==> src/hw/rtl/video_mode_filter_sort_top_defines.svh <==
// assertion macros for the display mode filter and sort block
`ifndef VIDEO_MODE_FILTER_SORT_TOP_DEFINES_SVH
`define VIDEO_MODE_FILTER_SORT_TOP_DEFINES_SVH

// same-cycle implication, checked on every rising clock edge out of reset
`define VMFS_ASSERT_NOW(label, ante, cons, msg) \
   label: assert property (@(posedge clock) disable iff (reset) (ante) |-> (cons)) \
      else $error(msg);

// next-cycle implication
`define VMFS_ASSERT_NEXT(label, ante, cons, msg) \
   label: assert property (@(posedge clock) disable iff (reset) (ante) |=> (cons)) \
      else $error(msg);

`endif

==> src/hw/rtl/vmfs_ram.sv <==
// generic single write port, single read port ram with registered read
`timescale 1ns / 1ps

module vmfs_ram #(
   parameter int WIDTH = 8,
   parameter int DEPTH = 16
) (
   input  logic                     clock,
   input  logic                     wr_en,
   input  logic [$clog2(DEPTH)-1:0] wr_addr,
   input  logic [WIDTH-1:0]         wr_data,
   input  logic [$clog2(DEPTH)-1:0] rd_addr,
   output logic [WIDTH-1:0]         rd_data
);

   logic [WIDTH-1:0] mem [DEPTH];
   logic [WIDTH-1:0] rd_data_ff;

   always_ff @(posedge clock) begin
      if (wr_en) begin
         mem[wr_addr] <= wr_data;
      end
      rd_data_ff <= mem[rd_addr];
   end

   assign rd_data = rd_data_ff;

endmodule

==> config.mk <==
export PLATFORM = sky130hd
export DESIGN_NAME = vmfs_ram
export DESIGN_NICKNAME = d
export VERILOG_FILES = /design/src/hw/rtl/video_mode_filter_sort_top_defines.svh /design/src/hw/rtl/vmfs_ram.sv
export SDC_FILE = /design/constraint.sdc
export NUM_CORES = 1
export LEC_CHECK = 0
export CAP_MARGIN = 20
export CORE_MARGIN = 2
export CORE_UTILIZATION = 50
export DETAILED_ROUTE_END_ITERATION = 8
export DONT_BUFFER_PORTS = 1
export GPL_ROUTABILITY_DRIVEN = 0
export PLACE_DENSITY_LB_ADDON = 0.05
export SYNTH_ARGS = -nofsm -noshare
export SYNTH_HDL_FRONTEND = slang
export SYNTH_SLANG_ARGS = --single-unit
==> constraint.sdc <==
create_clock -name clock -period 1.5 [get_ports clock]
set_input_delay 0.075 -clock clock [delete_from_list [all_inputs] [get_ports clock]]
set_output_delay 0.075 -clock clock [all_outputs]
set_load 0.03 [all_outputs]
==> run summary, run 1 <==
Initial antenna violation count -> 1
Final WL -> 9370 um
Status -> finished with violations
Detailed Route Iter0 Violations -> 154
Crit-path max FO -> 4
Achievable frequency -> 703 MHz
WHS -> -0.0906 ns
Util after Layout -> 60.9%
Fin. Hold Viols -> 8
Clk slew on worst S/H paths -> 0.06 ns
Cts bufs inserted -> 17
Fin nets -> 287
Switching Fraction -> 18.9%
Vias in the first global route -> 2407
# IOs -> 26
Static leakage -> 0.00207 uW
Worst Max-Slew Pin Slew -> 0.580 ns
Number of iterations in the first detailed-routing pass -> 4
Layout fillers -> 696
Hold bufs inserted after CTS -> 12
Commonest non-fill, non-tap cell in the layout -> edfxtp_1
Routed vias/inst -> 5.68
Root Driver -> clkbuf_8
Yosys reg bits -> 136
Bufs on Longest Clock Path -> 2
Ys Warns -> 0
Slew margin rel. -> 61.2%
Combinational power share -> 3.5%
Type of origin of the critical path -> input port
Reg power frac -> 47.0%
Share of layout cells above drive strength 1 -> 25.2%
Die footprint -> 11100 um2
CP endpoint kind -> register
Clk_lat worst skew -> 0.50 ns
Gr ovfl total -> 0
P_sw -> 1740 uW
Chip width -> 105 um
Area grow syn2layout -> 20.0%
Post-Route Skew -> 0.00572 ns
Most frequent cells in the layout -> edfxtp_1, buf_4, mux4_2
Max Cap Viol -> 0
Fin crit share -> 94.8%
Syn nets -> 247
Post-Synthesis Cells -> 229
HP Class -> in -> reg
Required @ worst endpoint -> 1.71 ns
Post-CTS setup buffers -> 0
Post-synth cell types -> 19
Pwr/cell area -> 1490 nW/um2
H-tree levels -> 4
Pint -> 7460 uW
CTS tree -> done
Number of I/O port buffers -> 0
Core Box Area -> 10100 um2
CTS Sinks -> 136
Avg Cell Area, Syn -> 22.5 um2
Slew Limit Fails -> 0
Critical path class -> in -> reg
Global-route wire length before repair -> 14400 um
Failing checks -> negative hold slack
Critical Path AT -> 1.63 ns
# DRC -> 0
Clock share of power -> 49.4%
Largest net degree at the start of global routing -> 33
Placement Rows -> 37
Maximum vdd drop -> 0.000753 V
Sequential area share after synthesis -> 77.8%
Setup TNS -> 0 ns
Minimum clock period -> 1.42 ns
Starting Density -> 50.8%
Die Span Y -> 105 um
RSZ-0062 raised after global routing -> false
DR vias -> 2379
Final setup fails -> 0
Gr usage total -> 18.3%
Antenna-violating nets left -> 0
Mapped cell area -> 5150 um2
Post-cts resize count -> 0
Final HPWL DP -> 5830 um
Routed WL per cell -> 22.4 um
routing by layer:
| layer | wire [um] | up-vias | track usage [%] |
|---|---|---|---|
| met1 | 4220 | 1234 | 26.7 |
| met2 | 4600 | 77 | 27.5 |
| li1 | - | 1064 | - |
| met3 | 509 | 4 | 4.82 |
| met5 | 0 | - | 0 |
| met4 | 37 | 0 | 5.14 |
worst paths after layout:
path | start | to | slack (ns) | cells past startpoint
min | rd_addr[0] | rd_data[7] | -0.09 | 3
max | wr_addr[0] | mem[4][0] | 0.08 | 4
min reg2reg | mem[13][7] | rd_data[7] | 0.67 | 3
max reg2reg | mem[1][1] | rd_data[1] | 0.10 | 3
critical path: stages:
cell	delay (ns)
dlygate4sd3_1	0.61
nor3_1	0.20
dlygate4sd3_1	0.60
buf_4	0.15
cells in the mapped netlist, drive strengths merged:
master	count	area, um2
a22oi	16	120
mux4	32	773
nand2b	2	12.5
dfxtp	8	160
nand3	1	5.00
nand2	9	33.8
nand3b	2	15.0
nor3	4	20.0
clkdlybuf4s25	3	30.0
nor2b	1	6.26
edfxtp	128	3840
and2b	1	7.51
buf	7	56.3
nor2	13	48.8
and2	1	6.26
or3b	1	8.76
per-stage QoR:
step | power [uW] | instances | cell area, um2 | worst slack (ns)
after floorplan | 4610 | 229 | 5150 | 0.159
after global placement | 4640 | 374 | 5380 | 0.134
after CTS | 9270 | 418 | 6170 | 0.103
after detailed placement | 4650 | 374 | 5380 | 0.114
after global routing | 9490 | 419 | 6170 | 0.0325
final | 9200 | 419 | 6170 | 0.0773
flip-flops by register name, summed over array words and instances (netlist names):
signal,flops
rd_data,8
mem,128
logic make-up (layout without fill, tap and decap cells):
kind of cell           Yosys count  in the layout  synth area share (%)
multiplexers                    32             32                  15.0
buffers and inverters           10             63                  1.68
other                            0              1                     0
AND/OR/NAND/NOR                 35             35                  3.18
flip-flops                     136            136                  77.8
AO/OA/AOI/OAI                   16             16                  2.33
final cells by class:
type	instances	area [um2]	share of cell area (%)
Antenna cell	1	2.50	0.0405
Tap cell	136	170	2.76
Multi-Input combinational cell	83	1060	17.2
Clock inverter	14	245	3.97
Timing Repair Buffer	31	273	4.42
Sequential cell	136	4000	64.8
Clock buffer	18	418	6.77
power by group through the flow:
stage | Clock [uW] | Sequential [uW] | Combinational [uW]
floorplan | 0 | 4400 | 216
global placement | 0 | 4410 | 232
detailed placement | 0 | 4410 | 234
CTS | 4610 | 4330 | 328
global route | 4800 | 4330 | 352
finish | 4550 | 4330 | 326
No activity file was read; power rests on OpenSTA's default activity.
==> inputs of run 2 (changes only) <==
- ABC_AREA: unset -> 1
- PLACE_DENSITY: unset -> 0.68
- PLACE_DENSITY_LB_ADDON: 0.05 -> unset
==> run summary, run 2 <==
Most used DFF post-synth -> edfxtp_1
Setup TNS -> 0 ns
Mux cell area share after synthesis -> 0%
Post-Synthesis Cells -> 551
Clk_lat worst skew -> 0.41 ns
Final setup fails -> 0
Critical Path AT -> 1.51 ns
Gr ovfl total -> 0
Area taken by multi-input logic gates -> 1220 um2
Most flop-heavy register -> mem
R2R Path Start -> mem[1][7]
Reg power frac -> 49.8%
Detailed Route Iter0 Violations -> 371
Mapped cell area -> 5770 um2
Synth Area in Simple Gates -> 21.0%
Hold path depth -> 4
Post-synthesis adder-cell area fraction -> 0%
Die footprint -> 12400 um2
Slew margin rel. -> 43.2%
Ys Warns -> 0
Synth top cells by count -> nand2_1, edfxtp_1, inv_1, nand3_1, nor2_1
Root Driver -> clkbuf_16
Post-synth cell types -> 12
HP Class -> in -> reg
Achievable frequency -> 865 MHz
Number of iterations in the first detailed-routing pass -> 6
Synth Area in Compound Gates -> 0%
# IOs -> 26
Slowest CP cell -> dlygate4sd3_1
Chip width -> 111 um
Routed vias/inst -> 5.13
Vias in the first global route -> 3765
Combinational power share -> 5.1%
# DRC -> 0
Number of I/O port buffers -> 0
CP bufs+invs -> 1
Final Total Pwr -> 8700 uW
DR vias -> 3773
Cts bufs inserted -> 17
Reg2reg setup slack -> 0.47 ns
Hold_sp -> rd_addr[1]
Sequential area share after synthesis -> 69.4%
Post-Route Skew -> 0.00666 ns
Hold Path End -> rd_data[6]
Starting Density -> 50.9%
CP endpoint kind -> register
Largest family of logic cells by synthesized area -> simple AND/OR/NAND/NOR gates
Failing checks -> negative hold slack
Bufs on Longest Clock Path -> 2
CTS tree -> done
Initial antenna violation count -> 1
Post-synth EDFFs -> 128
Largest net degree at the start of global routing -> 66
Antenna-violating nets left -> 0
Largest area contributor in the synthesized netlist -> edfxtp_1
FFs w/ async S/R, synth -> 0%
Routed WL per cell -> 17.8 um
Synth area leaders -> edfxtp_1, nand2_1, nand3_1
Critical path class -> in -> reg
P_sw -> 1810 uW
Clock share of power -> 45.1%
Final HPWL DP -> 7670 um
Worst Max-Slew Pin Slew -> 0.849 ns
Die Span Y -> 111 um
Most frequent cells in the layout -> nand2_1, edfxtp_1, inv_1
Core Box Area -> 11300 um2
Placement Rows -> 39
Sequential cell area -> 4000 um2
Gr usage total -> 22.5%
Status -> finished with violations
Clk slew on worst S/H paths -> 0.05 ns
Commonest non-fill, non-tap cell in the layout -> nand2_1
Largest delay contributor family on the critical path -> buffers and inverters
Global-route wire length before repair -> 20800 um
Syn nets -> 569
Slew Limit Fails -> 0
Minimum clock period -> 1.16 ns
Fin crit share -> 77.1%
Fin. Hold Viols -> 1
Reg2reg path depth -> 6
Pint -> 6890 uW
Switching Fraction -> 20.8%
Fin nets -> 596
CP Cell Sequence -> dlygate4sd3_1 -> nand3_1 -> nand3_1 -> nand3_1 -> nand2_1
Max incr delay on CP -> 0.98 ns
Most frequent cell after synthesis -> nand2_1
Area grow syn2layout -> 15.1%
Pwr/cell area -> 1310 nW/um2
Avg Cell Area, Syn -> 10.5 um2
R2r endpoint -> rd_data[7]
Post-CTS setup buffers -> 0
Yosys reg bits -> 136
Xor/xnor share of the synthesized area -> 0%
H-tree levels -> 4
Max Cap Viol -> 0
Required @ worst endpoint -> 1.85 ns
Maximum vdd drop -> 0.000930 V
Largest register FFs -> 128
CTS Sinks -> 136
Share of layout cells above drive strength 1 -> 7.61%
WHS -> -0.0117 ns
Most used cell, CP -> nand3_1
Type of origin of the critical path -> input port
Layout fillers -> 959
Static leakage -> 0.00285 uW
Final WL -> 13100 um
Crit-path max FO -> 18
Post-synth top area share -> 66.7%
RSZ-0062 raised after global routing -> false
[run 2: kinds of logic (layout without fill, tap and decap cells)]
logic type | Yosys count | count (layout)
buffers and inverters | 126 | 166
flip-flops | 136 | 136
other | 0 | 1
AND/OR/NAND/NOR | 289 | 289
[run 2: power groups by stage]
stage / Sequential [uW] / Clock (uW) / Combinational (uW)
after floorplan: 4400 / 0 / 300
after global placement: 4410 / 0 / 320
after detailed placement: 4410 / 0 / 322
after CTS: 4340 / 3950 / 438
after global routing: 4340 / 4120 / 495
final: 4340 / 3920 / 444
[run 2: cell type report]
type | count | share of cell area (%)
Clock inverter | 3 | 0.603
Inverter | 102 | 5.77
Sequential cell | 136 | 60.3
Clock buffer | 29 | 7.84
Multi-Input combinational cell | 289 | 18.4
Antenna cell | 1 | 0.0377
Tap cell | 143 | 2.70
Timing Repair Buffer | 32 | 4.37
[run 2: worst max path at each step]
stage	endpoint	startpoint	cells past startpoint	slack, ns
after floorplan	mem[10][0]	wr_addr[2]	2	0.47
after global placement	rd_data[1]	rd_addr[0]	7	0.41
after detailed placement	rd_data[1]	rd_addr[0]	7	0.39
after CTS	rd_data[6]	mem[8][6]	7	0.03
after global routing	rd_data[5]	rd_addr[2]	4	0.25
final	rd_data[5]	rd_addr[1]	5	0.34
[run 2: worst register-to-register path, delay by kind of cell, from the launching register on]
kind	cells	cell delay (ns)
simple gates	5	0.47
buf+inv	1	0.08
flops	1	0.37
[run 2: layer usage]
layer  track usage [%]  part of all wire (%)  vias to the layer above
li1                  -                     -                     1829
met2              34.6                    47                      154
met4              8.15                   1.9                        0
met3              5.28                   7.2                       23
met1              31.7                    44                     1767
met5                 0                     0                        -
[run 2: what timing repair did]
action                     4_1_cts  5_1_grt
hold endpoints to repair       136        1
gates resized for setup          0        1
setup endpoints to repair        0        1
hold buffers                    14        2
[run 2: through the flow]
step / hold WS (ns) / instance area, um2 / worst slack, ns / instances / utilization, %
2_1_floorplan: 0.174 / 5770 / 0.474 / 551 / -
4_1_cts: 0.00456 / 6620 / 0.0339 / 733 / 58.5
5_1_grt: 0.00847 / 6640 / 0.253 / 734 / 58.6
3_3_place_gp: 0.175 / 5920 / 0.414 / 687 / 52.3
3_5_place_dp: 0.175 / 5920 / 0.387 / 687 / 52.3
6_report: -0.0117 / 6640 / 0.344 / 735 / 58.6
